--- config.mk ---
export PLATFORM = sky130hd
export DESIGN_NAME = vwwt_cell
export DESIGN_NICKNAME = d
export VERILOG_FILES = /design/src/sv/vwwt_pkg.sv /design/src/sv/vwwt_cell.sv
export SDC_FILE = /design/constraint.sdc
export NUM_CORES = 1
export LEC_CHECK = 0
export BUFFER_PORTS_ARGS = -buffer_cell sky130_fd_sc_hd__buf_2
export CORE_AREA = 2 2 332 334
export DETAILED_ROUTE_END_ITERATION = 8
export DIE_AREA = 0 0 334 336
export PLACE_DENSITY = 0.47
export SLEW_MARGIN = 20
export SYNTH_ARGS = -nofsm -noshare
export SYNTH_HDL_FRONTEND = slang
export SYNTH_SLANG_ARGS = --single-unit
export TNS_END_PERCENT = 5
--- constraint.sdc ---
create_clock -name i_clk -period 12.16 [get_ports i_clk]
set_clock_uncertainty 0.2 [all_clocks]
set_input_delay 1.216 -clock i_clk [delete_from_list [all_inputs] [get_ports i_clk]]
set_output_delay 1.216 -clock i_clk [all_outputs]
set_load 0.1 [all_outputs]
--- src/sv/vwwt_pkg.sv ---
// Shared types and codes for the value window watch table.
package vwwt_pkg;

    localparam int DefDepth = 16;
    localparam int IdxW     = 8;

    localparam logic [1:0] OpReq   = 2'd0;
    localparam logic [1:0] OpCan   = 2'd1;
    localparam logic [1:0] OpPur   = 2'd2;
    localparam logic [1:0] OpSet   = 2'd3;

    localparam logic [2:0] StOk       = 3'd0;
    localparam logic [2:0] StRepl     = 3'd1;
    localparam logic [2:0] StOutWin   = 3'd2;
    localparam logic [2:0] StNotFound = 3'd4;
    localparam logic [2:0] StFull     = 3'd5;

    typedef struct packed {
        logic               vld;
        logic [1:0]         op;
        logic [14:0]        pid;
        logic [31:0]        rid;
        logic signed [31:0] lo;
        logic signed [31:0] hi;
        logic signed [31:0] nv;
        logic               rising;
        logic               ins;
        logic               inserted;
        logic [31:0]        newid;
        logic               found;
        logic [31:0]        f_id;
        logic [14:0]        f_pid;
        logic signed [31:0] f_lo;
        logic signed [31:0] f_hi;
        logic               best_vld;
        logic [IdxW-1:0]    best_idx;
        logic [31:0]        best_id;
        logic [14:0]        best_pid;
        logic signed [31:0] best_lo;
        logic signed [31:0] best_hi;
        logic               rm_vld;
        logic [IdxW-1:0]    rm_idx;
    } t_tok;

endpackage

--- src/sv/vwwt_cell.sv ---
// One table cell: holds an entry and updates the passing scan token.
module vwwt_cell #(
    parameter int CELL_IDX = 0
) (
    input  logic            i_clk,
    input  logic            i_rst_n,
    input  vwwt_pkg::t_tok  i_tok,
    output vwwt_pkg::t_tok  o_tok
);

    logic               r_valid;
    logic [14:0]        r_pid;
    logic [31:0]        r_id;
    logic signed [31:0] r_lo;
    logic signed [31:0] r_hi;
    vwwt_pkg::t_tok     r_tok;

    logic               n_valid;
    logic [14:0]        n_pid;
    logic [31:0]        n_id;
    logic signed [31:0] n_lo;
    logic signed [31:0] n_hi;
    vwwt_pkg::t_tok     n_tok;

    logic               hit;
    logic               rmv;
    logic               cand;
    logic               better;
    logic signed [31:0] key;
    logic signed [31:0] bkey;

    always_comb begin
        n_valid = r_valid;
        n_pid   = r_pid;
        n_id    = r_id;
        n_lo    = r_lo;
        n_hi    = r_hi;
        n_tok   = i_tok;
        hit     = 1'b0;
        rmv     = 1'b0;
        cand    = 1'b0;
        better  = 1'b0;
        key     = i_tok.rising ? r_hi : r_lo;
        bkey    = i_tok.rising ? i_tok.best_hi : i_tok.best_lo;
        if (i_tok.vld) begin
            unique case (i_tok.op)
                vwwt_pkg::OpReq: begin
                    hit = r_valid && (r_pid == i_tok.pid) && !i_tok.found;
                    if (hit) begin
                        n_valid     = 1'b0;
                        n_tok.found = 1'b1;
                        n_tok.f_id  = r_id;
                        n_tok.f_pid = r_pid;
                        n_tok.f_lo  = r_lo;
                        n_tok.f_hi  = r_hi;
                    end
                    if (i_tok.ins && !i_tok.inserted && (!r_valid || hit)) begin
                        n_valid        = 1'b1;
                        n_pid          = i_tok.pid;
                        n_id           = i_tok.newid;
                        n_lo           = i_tok.lo;
                        n_hi           = i_tok.hi;
                        n_tok.inserted = 1'b1;
                    end
                end
                vwwt_pkg::OpCan, vwwt_pkg::OpPur: begin
                    hit = r_valid && !i_tok.found &&
                          ((i_tok.op == vwwt_pkg::OpCan) ? (r_id == i_tok.rid)
                                                         : (r_pid == i_tok.pid));
                    if (hit) begin
                        n_valid     = 1'b0;
                        n_tok.found = 1'b1;
                        n_tok.f_id  = r_id;
                        n_tok.f_pid = r_pid;
                        n_tok.f_lo  = r_lo;
                        n_tok.f_hi  = r_hi;
                    end
                end
                default: begin
                    rmv = r_valid && i_tok.rm_vld &&
                          (i_tok.rm_idx == CELL_IDX[vwwt_pkg::IdxW-1:0]);
                    if (rmv) begin
                        n_valid = 1'b0;
                    end
                    cand = r_valid && !rmv &&
                           (i_tok.rising ? (r_hi < i_tok.nv) : (r_lo > i_tok.nv));
                    if (!i_tok.best_vld) begin
                        better = 1'b1;
                    end else if (i_tok.rising) begin
                        better = (key < bkey) || ((key == bkey) && (r_id < i_tok.best_id));
                    end else begin
                        better = (key > bkey) || ((key == bkey) && (r_id > i_tok.best_id));
                    end
                    if (cand && better) begin
                        n_tok.best_vld = 1'b1;
                        n_tok.best_idx = CELL_IDX[vwwt_pkg::IdxW-1:0];
                        n_tok.best_id  = r_id;
                        n_tok.best_pid = r_pid;
                        n_tok.best_lo  = r_lo;
                        n_tok.best_hi  = r_hi;
                    end
                end
            endcase
        end
    end

    always_ff @(posedge i_clk) begin
        if (!i_rst_n) begin
            r_valid   <= 1'b0;
            r_tok.vld <= 1'b0;
        end else begin
            r_valid   <= n_valid;
            r_tok.vld <= n_tok.vld;
        end
        r_pid <= n_pid;
        r_id  <= n_id;
        r_lo  <= n_lo;
        r_hi  <= n_hi;
        {r_tok.op, r_tok.pid, r_tok.rid, r_tok.lo, r_tok.hi, r_tok.nv, r_tok.rising,
         r_tok.ins, r_tok.inserted, r_tok.newid, r_tok.found, r_tok.f_id, r_tok.f_pid,
         r_tok.f_lo, r_tok.f_hi, r_tok.best_vld, r_tok.best_idx, r_tok.best_id,
         r_tok.best_pid, r_tok.best_lo, r_tok.best_hi, r_tok.rm_vld, r_tok.rm_idx} <=
        {n_tok.op, n_tok.pid, n_tok.rid, n_tok.lo, n_tok.hi, n_tok.nv, n_tok.rising,
         n_tok.ins, n_tok.inserted, n_tok.newid, n_tok.found, n_tok.f_id, n_tok.f_pid,
         n_tok.f_lo, n_tok.f_hi, n_tok.best_vld, n_tok.best_idx, n_tok.best_id,
         n_tok.best_pid, n_tok.best_lo, n_tok.best_hi, n_tok.rm_vld, n_tok.rm_idx};
    end

    assign o_tok = r_tok;

endmodule

# Word level (Yosys, flattened, before mapping)
# Index checks and enable logic that the tools add are counted.
word_totals:
  input_bits: 424
  reg_bits: 534
  out_inout_bits: 422
  wordCells: 91
classes:
  n_eq_ne: 7
  n_mux: 22
  n_lt_le_gt_ge: 6
  reduce_logical: 27
ops:
  columns: ["operator", "count"]
  rows:
  - ["two-way mux 120 bit", 2]
  - ["two-way mux 232 bit", 1]
  - ["two-way mux 112 bit", 2]
  - ["one-hot mux 112 bit (2 select lines)", 1]
  - ["greater-than comparator 32 bit", 3]
  - ["less-than comparator 32 bit", 3]
  - ["== test 32 bit", 2]
  - ["two-way mux 32 bit", 2]
  - ["== test 15 bit", 1]
  - ["logical AND 1 bit", 13]
  - ["two-way mux 1 bit", 13]
  - ["zero test 8 bit", 1]
  - ["zero test 1 bit", 4]
  - ["AND reduction 4 bit", 1]
  - ["logical OR 1 bit", 3]
  - ["!= test 3 bit, second input constant", 1]
  - ["AND reduction 3 bit", 1]
  - ["nonzero test 3 bit", 1]
  - ["OR reduction 3 bit", 1]
  - ["== test 2 x 1 -> 1 bit, second input constant", 1]
  - ["== test 2 bit, second input constant", 1]
  - ["zero test 2 bit", 1]
  - ["!= test 2 bit, second input constant", 1]
  - ["one-hot mux 1 bit (2 select lines)", 1]
  - ["OR reduction 2 bit", 1]

# Longest topological paths before layout
# Gate-level depths: netlist of the first run.
logic_depth:
  ltp_word: 12
  ltp_mapped: 15
  ltp_nobuf: 10

# Worst setup path after synthesis of the first run
# OpenSTA, ideal clock, no wires.
synth_path:
  path_type: "in2reg"
  startpoint: "input port i_tok[410] (netlist name)"
  endpoint: "register r_tok, in the netlist o_tok[273]"
  slack_ps: 3267
  setup_time_ps: 92
  arrival_ps: 8601
  path_buffers: 2
  path_stages: 8
  t_required_ps: 11868
  cell_sequence: "xnor2_1 > nand4_1 > or4_1 > or2_2 > clkbuf_1 > clkbuf_1 > a21oi_1 > or2_2"
synth_lines:
  columns: ["element", "line", "rtl"]
  rows:
  - ["from (decl)", "vwwt_cell.sv:7", "input vwwt_pkg::t_tok i_tok,"]
  - ["to (decl)", "vwwt_cell.sv:16", "vwwt_pkg::t_tok r_tok;"]

==> run metrics, run 1 <==
outcome=complete, no violations; pin count of the biggest net entering global routing=91; sequential area share after synthesis=0.542; IO Count=846; GPL Wtd Cong=0.815; RSZ-0062 raised after global routing=false; Vias/cell=4.47; Crit Path Max Fanout=69; Initial Util=0.201; DRT antenna net count=0; worst slew pin tran=1.19 ns; Slew headroom=0.204; first-pass GRT wire length=142000 µm; post-cts sizing count=0; vias in the first global route=18500; final instance area=29700 µm²; Post-Syn Nets=2553; number of synthesized flops with an enable pin=111; hold_sp=r_pid[8]; final worst-path setup slack=6.12 ns; DP HPWL=79800 µm; Post-Syn Area=21800 µm²; DIE AREA=112000 µm²; reg2reg setup slack=7.06 ns; core area=108000 µm²; Critical Path End Type=register; Final Hold Fails=0; post-synth top area cell=dfxtp_1; Power Density=175 nW/µm²; fin util=0.274; Post-Route WL=103000 µm; number of remaining DRC errors=0; # fillers=11700; worst path arrival time=6.35 ns; Placement Cell Area=27500 µm²; grt ovf=0; Hold-fix buffers, CTS=0; CTS tree=built; Worst Reg-to-Reg Cells=10; GRT Util Overall=0.177; Max clock buf depth=3; Main synth FF type=dfxtp_1; final net count=3369; Clk pin slew, worst setup/hold paths=0.06 ns; fin crit period=6.04 ns; final setup TNS=0 ns; #FFs+latches synth=534; Lkg Pwr=0.0132 µW; area grow syn2layout=36.4%; Skew-Pair Late Insertion Delay=0.63 ns; Avg Cell Area, Syn=10.9 µm²; Synth area leaders=dfxtp_1 (39%), edfxtp_1 (15%), ha_1 (7.5%); synthesized instance count=1999; Vias=19200; drt pass-1 iters=5; Critical Path Start Type=primary input; Crit Reg-Reg Startpoint=r_lo[19]; Hold Path End=o_tok[81]; port buffer count=845; Worst Path Required=12.47 ns; Die Ht=336 µm; share of layout cells above drive strength 1=0.393; worst hold path stage count=1; Placement Setup Slack=5.24 ns; Clock Tree Root=clkbuf_16; routed length per instance=24.1 µm; max-cap check violation count=0; post-synth top area share=0.389; Max VDD drop=142 µV; Fmax=0.166 GHz; CTS Buf Count=66; Slew Limit Fails=0; HP Class=register to register; DRT iter0 DRCs=1060; unique cell type count in the Yosys netlist=61; Rows=121; Hold WS=0.394 ns; H-tree Lvls=3; antenna violations before repair=28; Reg-to-Reg End=o_tok[11]; kind of critical path=primary input to register; yosys warns=0; CTS Sinks=534; final worst path period share=0.497; # setup viols final=0; die width=334 µm; ys async rst share=0; Post-CTS Setup Bufs=0
sequential cells by signal (all words and copies together), names as in the netlist:
signal and flops:
r_lo 32, r_hi 32, o_tok 422, r_valid 1
r_pid 15, r_id 32
cell usage after synthesis, types with 35 or more instances:
master / instances
dfxtp_1: 423
clkbuf_1: 93
nand4_1: 35
a21oi_1: 155
mux2_2: 133
ha_1: 130
edfxtp_1: 111
a22oi_1: 110
inv_1: 71
nand2_1: 252
nor2_1: 124
o221ai_1: 108
per-stage QoR:
stage                     std cells  power, µW
after floorplan                1999       2880
after global placement         4161       3200
after detailed placement       4161       3200
after CTS                      4282       5280
after global routing           4286       5390
final                          4288       5200
worst max path at each step:
stage | to | slack (ns) | cells past startpoint | startpoint
6_report | o_tok[11] | 6.12 | 11 | i_tok[275]
5_1_grt | o_tok[43] | 5.72 | 11 | i_tok[275]
4_1_cts | o_tok[11] | 5.92 | 11 | i_tok[275]
3_5_place_dp | o_tok[11] | 5.24 | 11 | i_tok[275]
3_3_place_gp | o_tok[11] | 5.30 | 11 | i_tok[275]
2_1_floorplan | o_tok[273] | 3.27 | 8 | i_tok[410]
routing by layer:
metal	wire length [µm]	up-vias	share of wire	global-route usage
met5	192	-	0.0019	0
met4	3780	30	0.037	0.0703
met3	8230	164	0.080	0.0508
met2	49700	880	0.48	0.299
met1	41500	9119	0.40	0.211
li1	-	8958	-	-
cells by family (layout without fill, tap and decap cells):
kind of cell	count (synthesis)	count (layout)	synth area share
AND/OR/NAND/NOR	484	484	0.0961
buffers and inverters	189	1058	0.0365
flip-flops	534	534	0.542
multiplexers	175	175	0.0904
adder cells (fa/ha/maj)	130	130	0.0747
other	0	6	0
AO/OA/AOI/OAI	440	440	0.141
XOR/XNOR	47	47	0.0189
critical path, stage by stage:
cell and delay [ns]:
buf_4 0.79, mux2_2 0.42, ha_1 0.31, nand4_1 0.21
or4_1 0.71, nor3_1 0.57, nor3_1 0.19, o211ai_4 0.35
buf_4 0.38, buf_4 0.59, mux2_2 0.41
layout make-up:
cell class,instances,area [µm²],area share
sequential,534,11800,0.398
inverter,71,277,0.00931
antenna,6,15.0,0.000506
timing repair buffer,866,4390,0.148
multi-input combinational,1276,9220,0.311
clock inverter,26,313,0.0105
clock buffer,95,1900,0.0641
tap,1414,1770,0.0596
power breakdown:
| group | internal (µW) | switching, µW | total, µW |
|---|---|---|---|
| sequential | 1910 | 39.5 | 1950 |
| clock | 1210 | 835 | 2040 |
| combinational | 223 | 976 | 1200 |
layout by cell type, fill, tap and decap left out, types with 6 or more instances in the layout:
cell / instances
a21o_1: 10
a21oi_1: 154
a22oi_1: 110
and2_1: 10
buf_2: 844
buf_4: 22
clkbuf_1: 18
clkbuf_16: 69
clkbuf_8: 8
clkinv_2: 7
dfxtp_1: 423
diode_2: 6
edfxtp_1: 111
ha_1: 130
inv_1: 69
inv_6: 7
mux2_2: 133
mux2_4: 10
mux2i_1: 32
nand2_1: 251
nand3_1: 15
nand4_1: 35
nor2_1: 123
nor3_1: 7
nor4_1: 14
o21ai_0: 14
o221ai_1: 108
xnor2_1: 15
xor2_1: 32
Note: power is estimated with default switching activity, not from simulation.
==> run 2, diff against run 1 <==
- CORE_AREA: 2 2 332 334 -> 2 2 330 332
- DIE_AREA: 0 0 334 336 -> 0 0 332 334
- PLACE_DENSITY: 0.47 -> 0.48
- clock period: 12.16 -> 5.35 ns (I/O delays scaled with it)
==> run 2 against run 1 <==
Register-to-register slack got worse by 6.0 ns. Clock power increased by 120%. Sequential power is 130% higher. Highest routed layer unchanged. Critical path type unchanged. First-iteration DRC count grew 10%. Routed wire length up 2.1%. Critical endpoint is now o_tok[102]. Hold slack worse by 0.33 ns. Count of clock-buffer cells in the layout shrank 7.
==> run metrics, run 2 (same netlist as run 1, synthesis figures left out) <==
post-cts sizing count=0; Hold-fix buffers, CTS=420; drt pass-1 iters=5; Rows=121; worst slew pin tran=0.901 ns; final setup TNS=0 ns; number of remaining DRC errors=0; Vias=20900; Lkg Pwr=0.0150 µW; grt ovf=0; # setup viols final=0; H-tree Lvls=2; Crit Path Max Fanout=28; Max VDD drop=272 µV; Slew Limit Fails=0; DRT antenna net count=0; CTS tree=built; Vias/cell=4.43; pin count of the biggest net entering global routing=86; DIE AREA=111000 µm²; antenna violations before repair=11; max reg flops=422; IO Count=846; die width=332 µm; Power Density=349 nW/µm²; most common cell after layout, fill and taps aside=buf_2; Multi-input gate area=9220 µm²; GRT Util Overall=0.182; Final Hold Fails=0; CTS Buf Count=61; port buffer count=845; Clk pin slew, worst setup/hold paths=0.06 ns; Critical Path End Type=register; share of layout cells above drive strength 1=0.345; Die Ht=334 µm; Clock Tree Root=clkbuf_16; Critical Path Start Type=primary input; routed length per instance=22.4 µm; Reg area=11800 µm²; final worst path period share=0.811; kind of critical path=primary input to register; Post-CTS Setup Bufs=0; area grow syn2layout=56.7%; Post-Route WL=106000 µm; CP endpoint=o_tok[102]; core area=108000 µm²; Crit Reg-Reg Startpoint=r_id[7]; Initial Util=0.202; outcome=complete, no violations; Reg-to-Reg End=o_tok[102]; Worst Reg-to-Reg Cells=11; Worst Path Required=5.69 ns; DP HPWL=79600 µm; worst path arrival time=4.68 ns; fin crit period=4.34 ns; Fmax=0.231 GHz; Slew headroom=0.399; RSZ-0062 raised after global routing=false; HP Class=primary input to register; final instance area=34100 µm²; CTS Sinks=534; first-pass GRT wire length=149000 µm; GPL Wtd Cong=0.829; DRT iter0 DRCs=1166; max-cap check violation count=0; Max clock buf depth=3; final net count=3797; vias in the first global route=21000; Placement Cell Area=27800 µm²; Skew-Pair Late Insertion Delay=0.66 ns; reg2reg setup slack=1.06 ns; most frequent cells in the layout=buf_2 (844), dfxtp_1 (423), dlygate4sd3_1 (420); # fillers=11100; worst setup path start=i_tok[95]
run 2: changes by cell type in the layout (fill, tap and decap cells not counted), sizes merged:
cell	change
bufinv	+2
buf	+13
dlygate4sd3	+420
clkinvlp	+6
clkinv	+2
clkbuf	-7
inv	-8
diode	+4
run 2: worst min path at each step:
stage	start	end	depth (start not counted)
floorplan	r_lo[0]	o_tok[41]	1
detailed placement	r_pid[11]	o_tok[84]	1
finish	i_tok[153]	o_tok[153]	3
global route	i_tok[153]	o_tok[153]	3
global placement	r_pid[11]	o_tok[84]	1
CTS	i_tok[153]	o_tok[153]	3
run 2: final cells by class:
class                      count  area share
clock inverter                28      0.0105
multi-input combinational   1276       0.270
timing repair buffer        1299       0.261
tap                         1414      0.0519
inverter                      71     0.00811
clock buffer                  88      0.0516
sequential                   534       0.346
antenna                       10    0.000734
run 2: power breakdown:
group | total (µW) | switching [µW] | internal [µW]
sequential | 4440 | 97.2 | 4350
clock | 4470 | 1850 | 2630
combinational | 3000 | 2280 | 715
run 2: routing by layer:
metal	vias to the layer above	GRT usage	wire length (µm)
met3	138	0.0379	6360
met4	12	0.0618	3550
li1	9815	-	-
met2	831	0.318	51300
met5	-	0	77
met1	10100	0.220	44300
run 2: metrics by stage:
stage | util | setup WS (ns) | total power (µW) | hold slack [ns] | instances
floorplan | - | 0.895 | 6550 | 0.326 | 1999
global placement | 0.257 | 0.590 | 7270 | 0.373 | 4174
detailed placement | 0.257 | 0.543 | 7270 | 0.376 | 4174
CTS | 0.316 | 0.863 | 12000 | 0.0314 | 4710
global route | 0.316 | 0.745 | 12300 | 0.0472 | 4711
finish | 0.316 | 1.01 | 11900 | 0.0674 | 4720
run 2: critical path, cell delays in order:
cell and delay [ns]:
dlygate4sd3_1 0.54, buf_2 0.12, inv_1 0.04, ha_1 0.31, a21oi_1 0.15, o21ai_1 0.13
a221o_1 0.34, or3_1 0.49, a211oi_2 0.54, o21ai_0 0.28, o211ai_4 0.30, buf_12 0.22
buf_12 0.23, mux2_2 0.37
==> run 3, diff against run 2 <==
- ABC_AREA: default -> 1
- CORE_AREA: 2 2 330 332 -> 2 2 332 334
- DIE_AREA: 0 0 332 334 -> 0 0 334 336
- clock period: 5.35 -> 4.03 ns (I/O delays scaled with it)
==> run 3 against run 2 <==
Utilization is 1.6 points higher. Final area is 5.6% higher. First-iteration DRC count up 6.6%. Global-route usage up 0.89 points. Via count grew 15%. Largest cell class unchanged.
==> run metrics, run 3 <==
outcome=complete, no violations; DRT iter0 DRCs=1243; # setup viols final=0; final setup TNS=0 ns; Hold WS=0.118 ns; #FFs+latches synth=534; kind of critical path=primary input to register; routed length per instance=19.7 µm; post-synth top area cell=dfxtp_1; worst path arrival time=4.11 ns; number of synthesized flops with an enable pin=111; most frequent cells in the layout=buf_2 (844), nand2_1 (725), dlygate4sd3_1 (423), dfxtp_1 (423), inv_1 (363); antenna violations before repair=12; Placement Setup Slack=-0.00616 ns; pin count of the biggest net entering global routing=85; final net count=4672; yosys warns=0; unique cell type count in the Yosys netlist=44; Rows=121; Post-Route WL=110000 µm; Vias/cell=4.29; Synth area leaders=dfxtp_1 (36%), edfxtp_1 (14%), nand2_1 (12%); port buffer count=845; number of remaining DRC errors=0; Final Non-Filler Cells=5593; top-count cell post-synth=nand2_1; GRT Util Overall=0.190; DIE AREA=112000 µm²; Post-Syn Nets=3431; total power=16000 µW; Fmax=0.264 GHz; die width=334 µm; grt ovf=0; area grow syn2layout=52.4%; fin crit period=3.78 ns; most common cell after layout, fill and taps aside=buf_2; CTS Buf Count=66; Lkg Pwr=0.0180 µW; Critical Path Start Type=primary input; Slew headroom=0.407; CTS Sinks=534; Power Density=445 nW/µm²; HP Class=primary input to register; core area=108000 µm²; worst slew pin tran=0.889 ns; final worst path period share=0.939; GPL Wtd Cong=0.815; drt pass-1 iters=5; placed insts=5040; Main synth FF type=dfxtp_1; final worst-path setup slack=0.247 ns; Skew-Pair Late Insertion Delay=0.65 ns; Clk pin slew, worst setup/hold paths=0.06 ns; first-pass GRT wire length=158000 µm; max reg flops=422; CTS tree=built; Post-Syn Area=23600 µm²; Initial Util=0.218; RSZ-0062 raised after global routing=false; Vias=24000; Final Hold Fails=0; Slew Limit Fails=0; Critical Path End Type=register; Synth top cells by count=nand2_1 (727), dfxtp_1 (423), inv_1 (365), a21oi_1 (277), nor2_1 (176); Clock Tree Root=clkbuf_16; sequential area share after synthesis=0.500; Worst Path Required=4.36 ns; H-tree Lvls=3; max-cap check violation count=0; IO Count=846; ys async rst share=0; DRT antenna net count=0; DP HPWL=81100 µm; Max clock buf depth=3; Crit Path Max Fanout=61; Avg Cell Area, Syn=8.21 µm²; post-synth top area share=0.358; synthesized instance count=2877; vias in the first global route=23900; Die Ht=336 µm; share of layout cells above drive strength 1=0.246; Max VDD drop=334 µV
## run 3: what timing repair did
action / CTS / global route
setup buffers: 0 / 1
endpoints found under the setup margin: 0 / 112
endpoints found under the hold margin: 534 / 0
hold buffers: 423 / 0
resized for setup: 0 / 7
## run 3: layer usage
layer,vias to the layer above,share of wire,GRT usage
li1,11900,-,-
met5,-,0.00072,0
met3,159,0.069,0.0461
met4,12,0.036,0.0770
met1,11100,0.42,0.231
met2,867,0.47,0.323
## run 3: power breakdown
part           total, µW  switching (µW)  internal [µW]  leakage, µW
Combinational       4140            3150            988       0.0124
Sequential          5890             123           5760      0.00457
Clock               5980            2520           3460      0.00104
## run 3: path summary, 6_finish.rpt
kind              startpoint         end  slack [ns]  cells after the start
setup / recovery  i_tok[275]  o_tok[110]        0.25                     19
hold / removal    i_tok[421]  o_tok[128]        0.12                      5
hold reg to reg      r_valid     r_valid        0.37                      2
setup reg to reg    r_id[29]  o_tok[110]        0.35                     14
## run 3: final cells by class
type	instances	area [µm²]
Sequential cell	534	11800
Antenna cell	7	17.5
Tap cell	1414	1770
Fill cell	11300	72400
Clock inverter	23	229
Clock buffer	99	1920
Multi-Input combinational cell	1829	9780
Inverter	368	1390
Timing Repair Buffer	1319	9090
## run 3: cell families after synthesis
kind of cell               synth area share
AOI/OAI and AO/OA                     0.130
and+or+nand+nor                       0.188
muxes                                0.0131
adders and majority gates            0.0689
buffers and inverters                0.0909
DFF                                   0.500
xor gates and xnor gates             0.0100
## run 3: critical path: stages
cell,delay [ns]
dlygate4sd3_1,0.53
buf_4,0.18
buf_12,0.24
mux2i_1,0.13
ha_1,0.30
nand2_1,0.09
nor2_1,0.22
nand4_1,0.32
or2_1,0.34
nor2_1,0.09
buf_4,0.13
nand3_1,0.08
nand2_1,0.09
nand2_1,0.12
nand2_8,0.16
nand2_8,0.08
buf_16,0.19
nand2_1,0.16
nand2_1,0.05
## run 3: per-stage QoR
| stage | area [µm²] | utilization |
|---|---|---|
| final | 36000 | 0.332 |
| after global routing | 36000 | 0.332 |
| after CTS | 36000 | 0.332 |
| after detailed placement | 29600 | 0.273 |
| after global placement | 29600 | 0.273 |
| after floorplan | 23700 | - |
